File: src/assert_macros.svh
// Assertion macros for the evaluator RTL.
// Each macro expects clk_i and rst_ni in the scope where it is used.
`ifndef ASSERT_MACROS_SVH
`define ASSERT_MACROS_SVH
`ifndef SYNTHESIS
`define IEC_ASSERT(lbl, prop) \
  lbl: assert property (@(posedge clk_i) disable iff (!rst_ni) prop) \
    else $error("%m: check failed");
`define IEC_ASSERT_NEVER(lbl, cond) \
  lbl: assert property (@(posedge clk_i) disable iff (!rst_ni) !(cond)) \
    else $error("%m: forbidden condition");
`else
`define IEC_ASSERT(lbl, prop)
`define IEC_ASSERT_NEVER(lbl, cond)
`endif
`endif

File: src/iec_pkg.sv
// ----------------------------------------------------------------------------
// iec_pkg
// Types, constants and helper functions of the infix expression evaluator.
// ----------------------------------------------------------------------------
`default_nettype none

package iec_pkg;

  localparam int VALUE_BITS      = 48;
  localparam int FRAC_BITS       = 16;
  localparam int MAX_FRAC_DIGITS = 5;
  localparam int MANT_BITS       = 48;
  localparam int FC_BITS         = $clog2(MAX_FRAC_DIGITS + 1);

  // iterative unit widths
  localparam int WIDE_BITS  = (MANT_BITS > VALUE_BITS) ? MANT_BITS : VALUE_BITS;
  localparam int DIVD_BITS  = WIDE_BITS + FRAC_BITS + 1;
  localparam int DIVR_BITS  = VALUE_BITS;
  localparam int PROD_BITS  = 2 * VALUE_BITS;
  localparam int MAG_BITS   = (PROD_BITS - FRAC_BITS > DIVD_BITS) ?
                              PROD_BITS - FRAC_BITS : DIVD_BITS;
  localparam int CNT_BITS   = $clog2(DIVD_BITS + 1);

  localparam logic [VALUE_BITS-1:0] VMAX = {1'b0, {(VALUE_BITS-1){1'b1}}};
  localparam logic [VALUE_BITS-1:0] VMIN = {1'b1, {(VALUE_BITS-1){1'b0}}};

  localparam logic [7:0] CH_PLUS  = 8'h2B;
  localparam logic [7:0] CH_MINUS = 8'h2D;
  localparam logic [7:0] CH_STAR  = 8'h2A;
  localparam logic [7:0] CH_SLASH = 8'h2F;
  localparam logic [7:0] CH_DOT   = 8'h2E;
  localparam logic [7:0] CH_ZERO  = 8'h30;
  localparam logic [7:0] CH_NINE  = 8'h39;

  localparam logic [63:0] POW10 [8] = '{64'd1, 64'd10, 64'd100, 64'd1000,
                                        64'd10000, 64'd100000, 64'd1000000,
                                        64'd10000000};

  typedef enum logic [1:0] {
    ERR_NONE  = 2'd0,
    ERR_TRAIL = 2'd1,
    ERR_DIV0  = 2'd2,
    ERR_OVF   = 2'd3
  } err_e;

  typedef enum logic [1:0] {
    OP_NONE = 2'd0,
    OP_MUL  = 2'd1,
    OP_DIV  = 2'd2
  } pend_e;

  typedef enum logic {
    MD_MUL,
    MD_DIV
  } mode_e;

  typedef enum logic [2:0] {
    ST_IDLE,
    ST_DECODE,
    ST_CONV_GO,
    ST_CONV_WAIT,
    ST_OP_GO,
    ST_OP_WAIT,
    ST_POST
  } state_e;

  typedef struct packed {
    logic latch;
    logic digit;
    logic conv_go;
    logic conv_done;
    logic op_go;
    logic div0;
    logic op_done;
    logic post;
  } dp_cmd_t;

  typedef struct packed {
    logic  need_finish;
    pend_e pend;
    logic  v_zero;
    logic  unit_done;
    logic  last;
    logic  out_busy;
  } dp_stat_t;

  typedef struct packed {
    logic                  ovf;
    logic [VALUE_BITS-1:0] value;
  } sat_t;

  function automatic logic [DIVR_BITS-1:0] pow10(input logic [FC_BITS-1:0] n);
    pow10 = DIVR_BITS'(POW10[3'(n)]);
  endfunction

  // Signed value from a magnitude, clamped to the value range.
  function automatic sat_t sat_mag(input logic neg, input logic [MAG_BITS-1:0] mag);
    logic [MAG_BITS-1:0] lim;
    logic [MAG_BITS-1:0] m;
    sat_t                r;
    lim     = MAG_BITS'(VMAX) + MAG_BITS'(neg);
    r.ovf   = mag > lim;
    m       = r.ovf ? lim : mag;
    r.value = neg ? VALUE_BITS'(~m + 1'b1) : VALUE_BITS'(m);
    return r;
  endfunction

  function automatic sat_t sat_add(input logic [VALUE_BITS-1:0] a,
                                   input logic [VALUE_BITS-1:0] b);
    logic [VALUE_BITS:0] s;
    sat_t                r;
    s       = {a[VALUE_BITS-1], a} + {b[VALUE_BITS-1], b};
    r.ovf   = s[VALUE_BITS] ^ s[VALUE_BITS-1];
    r.value = r.ovf ? (s[VALUE_BITS] ? VMIN : VMAX) : s[VALUE_BITS-1:0];
    return r;
  endfunction

endpackage

`default_nettype wire

File: src/infix_expression_evaluator_core.sv
// ----------------------------------------------------------------------------
// infix_expression_evaluator_core
// Character-serial fixed-point evaluator of + - * / expressions.
// ----------------------------------------------------------------------------
// Usage:
//   The slave stream takes one ASCII character per transaction; tlast marks
//   the final character of an expression. The master stream returns one
//   transaction per expression: the 48-bit signed value (16 fraction bits)
//   in tdata and the status (ok, trailing operator, divide by zero,
//   overflow) in tuser.
//   A digit, a point or an ignored character passes through the latch and
//   decode steps only. An operator or the last character also runs the
//   number conversion (restoring divide over 65 dividend bits) and then
//   any pending multiply or divide, before the final step; all iterations
//   run on one shared bit-serial unit. The result is registered and
//   appears in the cycle after the final step.
//   Reset clears the expression state and the output valid and status, but not the output value.
//   A waiting result sits in the output register while the next
//   expression is taken in; only the final step of the next expression
//   waits while the receiver stalls.
// ----------------------------------------------------------------------------
`default_nettype none

module infix_expression_evaluator_core
  import iec_pkg::*;
(
  input  wire logic                  clk_i,
  input  wire logic                  rst_ni,
  input  wire logic                  s_axis_tvalid_i,
  output logic                       s_axis_tready_o,
  input  wire logic [7:0]            s_axis_tdata_i,  // [7:0] char_code
  input  wire logic                  s_axis_tlast_i,  // last_char
  output logic                       m_axis_tvalid_o,
  input  wire logic                  m_axis_tready_i,
  output logic [VALUE_BITS-1:0]      m_axis_tdata_o,  // [47:0] result_value
  output logic [1:0]                 m_axis_tuser_o   // [1:0] status
);

  dp_cmd_t  cmd;
  dp_stat_t stat;

  iec_ctrl u_ctrl (
    .clk_i      (clk_i),
    .rst_ni     (rst_ni),
    .in_valid_i (s_axis_tvalid_i),
    .stat_i     (stat),
    .in_ready_o (s_axis_tready_o),
    .cmd_o      (cmd)
  );

  iec_dp u_dp (
    .clk_i        (clk_i),
    .rst_ni       (rst_ni),
    .cmd_i        (cmd),
    .in_char_i    (s_axis_tdata_i),
    .in_last_i    (s_axis_tlast_i),
    .out_ready_i  (m_axis_tready_i),
    .stat_o       (stat),
    .out_valid_o  (m_axis_tvalid_o),
    .out_value_o  (m_axis_tdata_o),
    .out_status_o (m_axis_tuser_o)
  );

endmodule

`default_nettype wire

File: src/iec_muldiv.sv
// ----------------------------------------------------------------------------
// iec_muldiv
// Shared iterative unit: shift-add multiply and restoring divide, one bit
// per cycle.
// ----------------------------------------------------------------------------
`default_nettype none

module iec_muldiv
  import iec_pkg::*;
(
  input  wire logic                  clk_i,
  input  wire logic                  rst_ni,
  input  wire logic                  go_i,
  input  wire mode_e                 mode_i,
  input  wire logic [DIVD_BITS-1:0]  op_a_i,
  input  wire logic [DIVR_BITS-1:0]  op_b_i,
  output logic      [DIVD_BITS-1:0]  quo_o,
  output logic      [PROD_BITS-1:0]  prod_o,
  output logic                       done_o
);

  mode_e                 mode_q;
  logic [CNT_BITS-1:0]   cnt_q;
  logic                  done_q;
  logic [DIVR_BITS-1:0]  b_q;
  logic [VALUE_BITS:0]   acc_q;
  logic [VALUE_BITS-1:0] mq_q;
  logic [DIVR_BITS-1:0]  rem_q;
  logic [DIVD_BITS-1:0]  nq_q;

  logic [VALUE_BITS:0]   sum;
  logic [DIVR_BITS:0]    trial;
  logic                  fit;

  always_comb begin
    sum   = acc_q + ((mq_q[0]) ? (VALUE_BITS+1)'(b_q) : '0);
    trial = {rem_q, nq_q[DIVD_BITS-1]};
    fit   = trial >= {1'b0, b_q};
  end

  always_ff @(posedge clk_i or negedge rst_ni) begin
    if (!rst_ni) begin
      cnt_q  <= '0;
      done_q <= 1'b0;
      mode_q <= MD_MUL;
    end else begin
      done_q <= 1'b0;
      if (go_i) begin
        mode_q <= mode_i;
        cnt_q  <= (mode_i == MD_MUL) ? CNT_BITS'(VALUE_BITS) : CNT_BITS'(DIVD_BITS);
      end else if (cnt_q != '0) begin
        cnt_q  <= cnt_q - 1'b1;
        done_q <= (cnt_q == CNT_BITS'(1));
      end
    end
  end

  always_ff @(posedge clk_i) begin
    if (go_i) begin
      b_q   <= op_b_i;
      acc_q <= '0;
      mq_q  <= op_a_i[VALUE_BITS-1:0];
      rem_q <= '0;
      nq_q  <= op_a_i;
    end else if (cnt_q != '0) begin
      if (mode_q == MD_MUL) begin
        acc_q <= {1'b0, sum[VALUE_BITS:1]};
        mq_q  <= {sum[0], mq_q[VALUE_BITS-1:1]};
      end else begin
        rem_q <= fit ? DIVR_BITS'(trial - {1'b0, b_q}) : trial[DIVR_BITS-1:0];
        nq_q  <= {nq_q[DIVD_BITS-2:0], fit};
      end
    end
  end

  assign quo_o  = nq_q;
  assign prod_o = {acc_q[VALUE_BITS-1:0], mq_q};
  assign done_o = done_q;

endmodule

`default_nettype wire

File: src/iec_dp.sv
// ----------------------------------------------------------------------------
// iec_dp
// Datapath: number assembly, running sum, pending term, sticky error and
// the output register.
// ----------------------------------------------------------------------------
`default_nettype none
`include "assert_macros.svh"

module iec_dp
  import iec_pkg::*;
(
  input  wire logic                   clk_i,
  input  wire logic                   rst_ni,
  input  wire dp_cmd_t                cmd_i,
  input  wire logic [7:0]             in_char_i,
  input  wire logic                   in_last_i,
  input  wire logic                   out_ready_i,
  output dp_stat_t                    stat_o,
  output logic                        out_valid_o,
  output logic [VALUE_BITS-1:0]       out_value_o,
  output logic [1:0]                  out_status_o
);

  logic [7:0]            char_q, char_d;
  logic                  last_q, last_d;
  logic [VALUE_BITS-1:0] sum_q, sum_d;
  logic [VALUE_BITS-1:0] term_q, term_d;
  pend_e                 pend_q, pend_d;
  logic                  neg_q, neg_d;
  logic [MANT_BITS-1:0]  mant_q, mant_d;
  logic [FC_BITS-1:0]    fc_q, fc_d;
  logic                  dot_q, dot_d;
  err_e                  err_q, err_d;
  logic [VALUE_BITS-1:0] v_q, v_d;
  logic                  oval_q, oval_d;
  logic [VALUE_BITS-1:0] oval_data_q, oval_data_d;
  err_e                  ostat_q, ostat_d;

  logic                  is_op, is_pm, is_digit;
  logic                  unit_go;
  mode_e                 unit_mode;
  logic [DIVD_BITS-1:0]  op_a;
  logic [DIVR_BITS-1:0]  op_b;
  logic [DIVD_BITS-1:0]  quo;
  logic [PROD_BITS-1:0]  prod;
  logic                  unit_done;

  logic [MANT_BITS+3:0]  tens;
  logic [DIVR_BITS-1:0]  p;
  logic [VALUE_BITS-1:0] term_mag;
  sat_t                  sat;
  sat_t                  sa;
  err_e                  st;

  always_comb begin
    is_op = 1'b0;
    is_pm = 1'b0;
    case (char_q) inside
      CH_PLUS, CH_MINUS: begin
        is_op = 1'b1;
        is_pm = 1'b1;
      end
      CH_STAR, CH_SLASH: is_op = 1'b1;
      default: ;
    endcase
    is_digit = (char_q >= CH_ZERO) && (char_q <= CH_NINE);
  end

  iec_muldiv u_muldiv (
    .clk_i  (clk_i),
    .rst_ni (rst_ni),
    .go_i   (unit_go),
    .mode_i (unit_mode),
    .op_a_i (op_a),
    .op_b_i (op_b),
    .quo_o  (quo),
    .prod_o (prod),
    .done_o (unit_done)
  );

  always_comb begin
    char_d      = char_q;
    last_d      = last_q;
    sum_d       = sum_q;
    term_d      = term_q;
    pend_d      = pend_q;
    neg_d       = neg_q;
    mant_d      = mant_q;
    fc_d        = fc_q;
    dot_d       = dot_q;
    err_d       = err_q;
    v_d         = v_q;
    oval_d      = oval_q;
    oval_data_d = oval_data_q;
    ostat_d     = ostat_q;
    unit_go     = 1'b0;
    unit_mode   = MD_DIV;
    op_a        = '0;
    op_b        = '0;
    st          = ERR_NONE;

    tens     = ({4'b0, mant_q} << 3) + ({4'b0, mant_q} << 1)
             + (MANT_BITS+4)'(char_q[3:0]);
    p        = pow10(fc_q);
    term_mag = term_q[VALUE_BITS-1] ? (~term_q + 1'b1) : term_q;
    sat      = sat_mag(1'b0, MAG_BITS'(quo));
    sa       = sat_add(sum_q, term_q);

    if (oval_q && out_ready_i) oval_d = 1'b0;

    if (cmd_i.latch) begin
      char_d = in_char_i;
      last_d = in_last_i;
    end

    if (cmd_i.digit) begin
      if (is_digit && (!dot_q || fc_q < FC_BITS'(MAX_FRAC_DIGITS))) begin
        if (tens[MANT_BITS+3:MANT_BITS] != '0) begin
          mant_d = '1;
          if (err_d == ERR_NONE) err_d = ERR_OVF;
        end else begin
          mant_d = tens[MANT_BITS-1:0];
        end
        if (dot_q) fc_d = fc_q + 1'b1;
      end
      if (char_q == CH_DOT) dot_d = 1'b1;
    end

    // conversion: round(mantissa * 2^F / 10^fc), ties upward
    if (cmd_i.conv_go) begin
      unit_go   = 1'b1;
      unit_mode = MD_DIV;
      op_a      = (DIVD_BITS'(mant_q) << FRAC_BITS) + DIVD_BITS'(p >> 1);
      op_b      = p;
    end

    if (cmd_i.conv_done) begin
      v_d = sat.value;
      if (sat.ovf && err_d == ERR_NONE) err_d = ERR_OVF;
      if (pend_q == OP_NONE) term_d = neg_q ? (~sat.value + 1'b1) : sat.value;
      mant_d = '0;
      fc_d   = '0;
      dot_d  = 1'b0;
    end

    if (cmd_i.op_go) begin
      unit_go = 1'b1;
      op_b    = v_q;
      if (pend_q == OP_MUL) begin
        unit_mode = MD_MUL;
        op_a      = DIVD_BITS'(term_mag);
      end else begin
        unit_mode = MD_DIV;
        op_a      = DIVD_BITS'(term_mag) << FRAC_BITS;
      end
    end

    if (cmd_i.div0) begin
      if (err_d == ERR_NONE) err_d = ERR_DIV0;
      term_d = '0;
    end

    if (cmd_i.op_done) begin
      if (pend_q == OP_MUL)
        sat = sat_mag(term_q[VALUE_BITS-1], MAG_BITS'(prod[PROD_BITS-1:FRAC_BITS]));
      else
        sat = sat_mag(term_q[VALUE_BITS-1], MAG_BITS'(quo));
      if (sat.ovf && err_d == ERR_NONE) err_d = ERR_OVF;
      term_d = sat.value;
    end

    if (cmd_i.post) begin
      if (is_pm || (last_q && !is_op)) begin
        sum_d = sa.value;
        if (sa.ovf && err_d == ERR_NONE) err_d = ERR_OVF;
      end
      if (is_pm) begin
        term_d = '0;
        neg_d  = (char_q == CH_MINUS);
        pend_d = OP_NONE;
      end else if (is_op) begin
        pend_d = (char_q == CH_STAR) ? OP_MUL : OP_DIV;
      end
      if (last_q) begin
        if (err_d != ERR_NONE) st = err_d;
        else                   st = is_op ? ERR_TRAIL : ERR_NONE;
        oval_d      = 1'b1;
        ostat_d     = st;
        oval_data_d = (st == ERR_TRAIL || st == ERR_DIV0) ? '0 : sum_d;
        // back to the reset state for the next expression
        sum_d  = '0;
        term_d = '0;
        pend_d = OP_NONE;
        neg_d  = 1'b0;
        mant_d = '0;
        fc_d   = '0;
        dot_d  = 1'b0;
        err_d  = ERR_NONE;
      end
    end
  end

  always_ff @(posedge clk_i or negedge rst_ni) begin
    if (!rst_ni) begin
      char_q  <= '0;
      last_q  <= 1'b0;
      sum_q   <= '0;
      term_q  <= '0;
      pend_q  <= OP_NONE;
      neg_q   <= 1'b0;
      mant_q  <= '0;
      fc_q    <= '0;
      dot_q   <= 1'b0;
      err_q   <= ERR_NONE;
      oval_q  <= 1'b0;
      ostat_q <= ERR_NONE;
    end else begin
      char_q  <= char_d;
      last_q  <= last_d;
      sum_q   <= sum_d;
      term_q  <= term_d;
      pend_q  <= pend_d;
      neg_q   <= neg_d;
      mant_q  <= mant_d;
      fc_q    <= fc_d;
      dot_q   <= dot_d;
      err_q   <= err_d;
      oval_q  <= oval_d;
      ostat_q <= ostat_d;
    end
  end

  always_ff @(posedge clk_i) begin
    v_q         <= v_d;
    oval_data_q <= oval_data_d;
  end

  always_comb begin
    stat_o.need_finish = is_op || last_q;
    stat_o.pend        = pend_q;
    stat_o.v_zero      = (v_q == '0);
    stat_o.unit_done   = unit_done;
    stat_o.last        = last_q;
    stat_o.out_busy    = oval_q && !out_ready_i;
  end

  assign out_valid_o  = oval_q;
  assign out_value_o  = oval_data_q;
  assign out_status_o = ostat_q;

  `IEC_ASSERT_NEVER(a_post_overrun, cmd_i.post && last_q && oval_q && !out_ready_i)
  `IEC_ASSERT(a_conv_after_done, cmd_i.conv_done |-> unit_done)
  `IEC_ASSERT(a_no_div_by_zero, cmd_i.op_go |-> !(pend_q == OP_DIV && v_q == '0))

endmodule

`default_nettype wire

File: src/iec_ctrl.sv
// ----------------------------------------------------------------------------
// iec_ctrl
// Controller: sequences digit handling, number conversion, the pending
// multiply or divide and the final sum, as each character requires.
// ----------------------------------------------------------------------------
`default_nettype none

module iec_ctrl
  import iec_pkg::*;
(
  input  wire logic     clk_i,
  input  wire logic     rst_ni,
  input  wire logic     in_valid_i,
  input  wire dp_stat_t stat_i,
  output logic          in_ready_o,
  output dp_cmd_t       cmd_o
);

  state_e state_q, state_d;

  always_comb begin
    state_d = state_q;
    unique case (state_q)
      ST_IDLE:      if (in_valid_i) state_d = ST_DECODE;
      ST_DECODE:    state_d = stat_i.need_finish ? ST_CONV_GO : ST_IDLE;
      ST_CONV_GO:   state_d = ST_CONV_WAIT;
      ST_CONV_WAIT: if (stat_i.unit_done) state_d = ST_OP_GO;
      ST_OP_GO: begin
        if (stat_i.pend == OP_NONE || (stat_i.pend == OP_DIV && stat_i.v_zero))
          state_d = ST_POST;
        else
          state_d = ST_OP_WAIT;
      end
      ST_OP_WAIT:   if (stat_i.unit_done) state_d = ST_POST;
      ST_POST:      if (!(stat_i.last && stat_i.out_busy)) state_d = ST_IDLE;
      default:      state_d = ST_IDLE;
    endcase
  end

  always_comb begin
    cmd_o      = '0;
    in_ready_o = 1'b0;
    unique case (state_q)
      ST_IDLE: begin
        in_ready_o  = 1'b1;
        cmd_o.latch = in_valid_i;
      end
      ST_DECODE:    cmd_o.digit = 1'b1;
      ST_CONV_GO:   cmd_o.conv_go = 1'b1;
      ST_CONV_WAIT: cmd_o.conv_done = stat_i.unit_done;
      ST_OP_GO: begin
        if (stat_i.pend == OP_DIV && stat_i.v_zero) cmd_o.div0 = 1'b1;
        else if (stat_i.pend != OP_NONE)            cmd_o.op_go = 1'b1;
      end
      ST_OP_WAIT:   cmd_o.op_done = stat_i.unit_done;
      // hold the final result until the output register is free
      ST_POST:      cmd_o.post = !(stat_i.last && stat_i.out_busy);
      default: ;
    endcase
  end

  always_ff @(posedge clk_i or negedge rst_ni) begin
    if (!rst_ni) state_q <= ST_IDLE;
    else         state_q <= state_d;
  end

endmodule

`default_nettype wire

File: config.mk
export PLATFORM = sky130hd
export DESIGN_NAME = infix_expression_evaluator_core
export DESIGN_NICKNAME = d
export VERILOG_FILES = /design/src/iec_pkg.sv /design/src/infix_expression_evaluator_core.sv /design/src/iec_muldiv.sv /design/src/iec_dp.sv /design/src/iec_ctrl.sv
export VERILOG_INCLUDE_DIRS = /design/src /design/src/src
export SDC_FILE = /design/constraint.sdc
export NUM_CORES = 2
export LEC_CHECK = 0
export ABC_CLOCK_PERIOD_IN_PS = 10750
export BUFFER_PORTS_ARGS = -buffer_cell sky130_fd_sc_hd__buf_2
export CORE_AREA = 5 5 277 279
export CTS_BUF_LIST = sky130_fd_sc_hd__clkbuf_2
export DETAILED_ROUTE_END_ITERATION = 7
export DIE_AREA = 0 0 282 284
export PLACE_DENSITY_LB_ADDON = 0.1
export SETUP_SLACK_MARGIN = 0.2
export SYNTH_ARGS = -nofsm -noshare
export SYNTH_HDL_FRONTEND = slang
export SYNTH_HIERARCHICAL = 1
export SYNTH_SLANG_ARGS = --single-unit
File: constraint.sdc
create_clock -name clk_i -period 10.75 [get_ports clk_i]
set_input_delay 0.5375 -clock clk_i [delete_from_list [all_inputs] [get_ports clk_i]]
set_output_delay 0.5375 -clock clk_i [all_outputs]
set_load 0.01 [all_outputs]
Yosys cells after proc, flatten, opt, wreduce, memory -nomap -nowiden
Memories as Yosys holds them, arrays and structs flattened.
Cells that the tools add are included.
- register bits: 530
- logic and storage cells: 228
- output and inout bits: 52
- bits in writable memories: 0
- memories: 1
- memory bits (read-only): 512
- latch bits: 0
- memory list (memory ; depth ; width ; read ports ; clocked after Yosys merged registers in ; write ports ; RTL line ; RTL):
    (name not given) ; 8 ; 64 ; 1 ; 0 ; 0 ; iec_pkg.sv:93 ; pow10 = DIVR_BITS'(POW10[3'(n)]);
- bitwise logic cells: 7
- $lt $le $gt $ge: 8
- eq/ne operators: 21
- divide/modulo/power cells: 0
- add/sub/neg operators: 13
- multiply operators: 0
- reduce and logical (&&, ||, !) cells: 45
- shifts and indexed selects: 0
- muxes and demuxes: 110
- operators by type and width (operator ; number):
    $mux W48 ; 33
    $mux W65 ; 5
    $add A48 B1 Y48 const B ; 4
    $not A48 Y48 ; 4
    $add A48 B48 Y49 ; 2
    $mux W49 ; 2
    $gt A80 B48 Y1 ; 1
    $add A64 B47 Y65 ; 1
    $gt A65 B47 Y1 const B ; 1
    $gt A65 B48 Y1 ; 1
    $mux W64 ; 1
    $add A51 B49 Y52 ; 1
    $add A52 B4 Y52 ; 1
    $mux W2 ; 25
    $ge A49 B48 Y1 ; 1
    $add A47 B1 Y48 const A ; 1
    $logic_not A48 Y1 ; 1
    $sub A48 B48 Y48 ; 1
    $eq A8 B6 Y1 const B ; 5
    $mux W1 ; 30
    $mux W3 ; 10
    $mux W7 ; 3
    $pmux W3 S7 ; 1
    $reduce_and A2 Y1 ; 7
    other kinds (28) ; 62

Longest topological paths before layout
- depth after elaboration: 28
- mapped depth: 28
- mapped depth without buffers: 22

By module
Netlist, hierarchy kept.
- modules (own cells, without submodules) (module ; sequential area each (sq um) ; area each (sq um) ; cells an instance ; times used):
    iec_dp ; 7011.7 ; 27639.0 ; 3549 ; 1
    iec_muldiv ; 6981.7 ; 15922.8 ; 1732 ; 1
    iec_ctrl ; 75.1 ; 300.3 ; 37 ; 1

Worst setup path after synthesis
Ideal clock, no wire load.
- kind: reg2reg
- start point: register u_dp.term_q[47]
- end point: register u_dp.term_q[32]
- slack: 2492 ps
- data required time: 10624 ps
- arrival: 8132 ps
- clock period less this slack: 8258 ps
- buffers on the path: 7
- cell stages (with the launch flop): 28
- cell sequence: dfrtp_1 clkbuf_1 clkinv_1 clkbuf_1 buf_1 ha_1 nand4_1 or4_1 nand3b_1 a21oi_1 o21ai_0 and3_1 clkbuf_1 clkbuf_1 clkbuf_1 a21oi_1 ha_1 nand2b_1 or4_1 or3_1 clkbuf_1 nor2_1 nand2_1 or3_1 o31ai_2 o21ai_0 a211o_1 a311o_1
- cells in the longest elaborated chain, start to end: 12
- elaborated cells on any way between the ends: 17
- classes of those cells: add/sub (3); order compare (2); mux (10); bitwise (2)
- RTL lines (item ; RTL line ; RTL):
    start: declaration ; iec_dp.sv:27 ; logic [VALUE_BITS-1:0] term_q, term_d;
    start signal: assignment ; iec_dp.sv:221 ; term_q <= term_d;
    $add A47 B1 Y48 ; iec_pkg.sv:101 ; lim = MAG_BITS'(VMAX) + MAG_BITS'(neg);
    $gt A80 B48 Y1 or $gt A65 B48 Y1 (tied branches) ; iec_pkg.sv:102 ; r.ovf = mag > lim;
    $mux W48 ; iec_pkg.sv:103 ; m = r.ovf ? lim : mag;
    $not A48 Y48 ; iec_pkg.sv:104 ; r.value = neg ? VALUE_BITS'(~m + 1'b1) : VALUE_BITS'(m);
    $add A48 B1 Y48 ; iec_pkg.sv:104 ;
    $mux W48 ; iec_pkg.sv:104 ;
    $mux W49 (*) ; iec_dp.sv:164 ; if (pend_q == OP_MUL)
    $mux W49 (*) ; iec_dp.sv:163 ; if (cmd_i.op_done) begin
    $mux W48 (*) ; iec_dp.sv:163 ;
    $mux W48 ; iec_dp.sv:177 ; if (is_pm) begin
    $mux W48 ; iec_dp.sv:184 ; if (last_q) begin
    $mux W48 (*) ; iec_dp.sv:172 ; if (cmd_i.post) begin
    net u_dp.term_d[32] ; iec_dp.sv:27 ;
The timed path passes the listed nets; every way through them passes the cells marked *. The select of a mux whose other input is x is not followed.
A chain may end at the register's enable or synchronous reset.

Final worst setup path
- start point: register u_dp.term_q[47]
- end point: register u_dp.term_q[12]
Same word-level chain as after synthesis.

==> flow_summary.ini <==
[outcome]
status = finished, violations left
violations = design-rule violations, max-capacitance violations

[synthesis]
synth_mux_area_share_pct = 1.82
synth_compound_area_share_pct = 24.8
synth_cells = 5318
synth_area_um2 = 43900
yosys.area_share.simple_pct = 19.8
synth_cell_type_count = 123
syn_nets = 5691
synth_fa_ha_area_share_pct = 10.5
synth_xor_area_share_pct = 5.95
yosysSeqAreaShare_pct = 32.1
synth-edff-count = 257
synth_warnings = 6
async_flop_share_pct = 33.4
postSynthAreaPerCell_um2 = 8.25
ys_ff_latch = 530
yosys_most_used_dff = edfxtp_1
synth_top_family_by_area = compound AO/OA/AOI/OAI gates

[clock_network]
cts_inserted_buffers = 152
h-tree-depth = 4
cts_tree = yes
clk_pin_slew_ns = 0.11
clk_path_buf_depth = 3
post_cts_buffers = 0
cts.sinks = 530
cts_root_buf = clkbuf_2
cts-resized-gates = 0
insertion_delay_ns = 1.44

[critical_path]
crit_type = register to register
r2r-start = u_dp/term_q[47]
crit_arrival_ns = 8.43
crit_fanout = 67
rr_worst_depth = 20
crit_start = u_dp/term_q[47]
worstPathRequired_ns = 11.96
critPathLaunchType = register
endpoint_kind = register

[placement]
dp.cells = 6146
gp_congestion = 1.10
io_buffers = 64
dp.final_hpwl_um = 130000

[sta]
skew_ns = 0.145
rsz0062_at_grt = no
max_freq_mhz = 139
hold_viol = 0
slew_viol_final = 0
tightest_slew_ns = 1.46
relSlewSlack_pct = 1.27
period_needed_ns = 7.22
setup_tns_ns = 0
finalSetupViolations = 0
finalCritPeriodShare_pct = 67.1

[power_and_ir_drop]
cellPowerDensity_nw_per_um2 = 291
swShare_pct = 53.2
p_seq_share_pct = 31.3
clock_power_share_pct = 12.2
internal_power_mw = 6.37
p_switching_mw = 7.25
p_leak_nw = 19.6
ir_drop_mv = 0.463
power_frac_comb_pct = 56.5

[flow_run]
cap_violations = 1

[final_layout]
final_cell_count_no_fill = 6480
final_cell_mix = 592 x nand2_1, 463 x o21ai_0, 390 x nor2_1, 381 x a21oi_1, 354 x ha_1
mostFrequentLayoutCell = nand2_1
drive_gt1_share_pct = 9.50
area_growth_pct = 6.60
nets = 5738

[floorplanning]
fp.dieH_um = 284
start_util_pct = 59.3
num_rows = 100
die_w_um = 282
die_area_um2 = 80100
io_pins = 65
core_area_um2 = 73900

[detailed_routing]
ant_nets = 0
wl_per_cell_um = 27.1
viasPerCell = 6.87
drc = 16
vias = 44500
drtIter0Drc = 6994
routed_wirelength_um = 176000
first_pass_iters = 8

[min_path]
whs_path_depth = 4
hold_path_class = input port to register
min_from = m_axis_tready_i

[global_routing]
grt_overflow = 0
antenna_found_initial = 19
grt_pass1_wl_um = 258000
grtUsageTotal_pct = 42.2
grt_pass1_vias = 40200
grt_max_degree = 154
==> worst paths after layout <==
path,slack [ns],endpoint
max reg2reg,3.53,u_dp/term_q[12]
min reg2reg,0.48,u_dp/u_muldiv/rem_q[21]
min in group asynchronous,0.39,u_dp/mant_q[15]
max in group asynchronous,9.52,u_dp/term_q[28]
max,3.53,u_dp/term_q[12]
min,0.15,u_dp/out_valid_o
==> cells in the mapped netlist (27+ instances only) <==
cell / count / area (um^2)
o221ai_1: 27 / 236
mux2i_1: 48 / 480
o21a_1: 34 / 255
o21ai_0: 464 / 2320
a21o_1: 125 / 938
or3_1: 52 / 325
o211ai_1: 69 / 518
o31ai_1: 65 / 488
dfxtp_1: 96 / 1920
nor3_1: 160 / 801
nand2b_1: 73 / 457
and2_1: 94 / 588
o21ai_1: 49 / 245
a31oi_1: 85 / 532
a21oi_1: 383 / 1920
edfxtp_1: 257 / 7720
nor2_1: 396 / 1490
nand2_1: 593 / 2230
and3_1: 39 / 244
mux2_2: 27 / 304
dfrtp_1: 177 / 4430
xor2_1: 132 / 1160
ha_1: 354 / 4430
nand3_1: 111 / 556
nor2b_1: 33 / 206
inv_1: 252 / 946
clkbuf_1: 216 / 811
a211oi_1: 54 / 405
o22ai_1: 64 / 400
nand4_1: 77 / 482
nor4_1: 54 / 338
xnor2_1: 166 / 1450
==> power by group through the flow <==
| stage | clock network (mW) | registers (mW) | logic, mW |
|---|---|---|---|
| finish | 1.66 | 4.26 | 7.70 |
| CTS | 1.67 | 4.15 | 7.42 |
| global route | 1.79 | 4.26 | 8.32 |
| floorplan | 0 | 3.57 | 5.48 |
| detailed placement | 0 | 4.19 | 7.35 |
| global placement | 0 | 4.18 | 7.23 |
==> critical path, stage by stage, from the launching register on <==
cell       delay [ns]
dfrtp_4          0.90
buf_4            0.59
buf_4            0.74
ha_1             0.37
a211oi_1         0.23
nor2_1           0.07
a2111oi_0        0.36
o21ai_0          0.16
nor4b_2          0.26
buf_4            0.29
nor2_2           0.07
buf_4            0.33
o21ai_0          0.32
ha_1             0.20
buf_4            0.32
nand2_1          0.16
nor3_1           0.61
nor2_1           0.29
o21ai_0          0.15
a21oi_1          0.07
or3_1            0.40
==> final cells by class <==
class | count | area [um^2]
diodes | 24 | 60.1
clock buffers | 230 | 1150
clock inverters | 46 | 340
fillers | 6628 | 27200
inverters | 257 | 965
multi-input cells | 4254 | 27700
flip-flops and latches | 530 | 14100
well taps | 969 | 1210
repair buffers | 170 | 1240
==> stage by stage <==
stage	power, mW	worst slack (ns)	hold WS (ns)	util [%]	area (um^2)
after global routing	14.4	3.18	0.0565	63.2	46700
after floorplan	9.05	2.49	0.242	-	43900
after detailed placement	11.5	3.88	0.463	60.6	44800
after CTS	13.2	3.76	0.0416	63.1	46700
after global placement	11.4	3.99	0.455	60.6	44800
final	13.6	3.53	0.152	63.2	46800
==> kinds of logic after synthesis <==
logic type      after synthesis
flops                       530
xor+xnor                    298
fa+ha+maj                   366
mux                          76
compound gates             1712
simple gates               1801
buf+inv                     534
other cells                   1
==> metal layers <==
| metal | share of wire [%] | vias up | track usage, % | routed length, um |
|---|---|---|---|---|
| li1 | - | 19900 | - | - |
| met1 | 40 | 21000 | 60.0 | 71100 |
| met2 | 39 | 3019 | 56.6 | 68300 |
| met3 | 15 | 543 | 16.6 | 26800 |
| met4 | 5.3 | 16 | 18.0 | 9280 |
| met5 | 0.11 | - | 0.672 | 186 |
==> state kept, by name, indices dropped and copies added, names as in the netlist, 8 cells and up <==
signal and flops:
u_dp/v_q 48, u_dp/u_muldiv/mq_q 48, u_dp/mant_q 48, u_dp/sum_q 48
u_dp/u_muldiv/quo_o 65, u_dp/term_q 48, u_dp/u_muldiv/acc_q 48, u_dp/out_value_o 48
u_dp/u_muldiv/b_q 48, u_dp/u_muldiv/rem_q 48, u_dp/char_q 8
==> what timing repair did <==
item | CTS | global route
hold buffers | 34 | 0
endpoints found under the hold margin | 162 | 0
setup endpoints to repair | 0 | 0
Power figures use the tool's default switching activity.
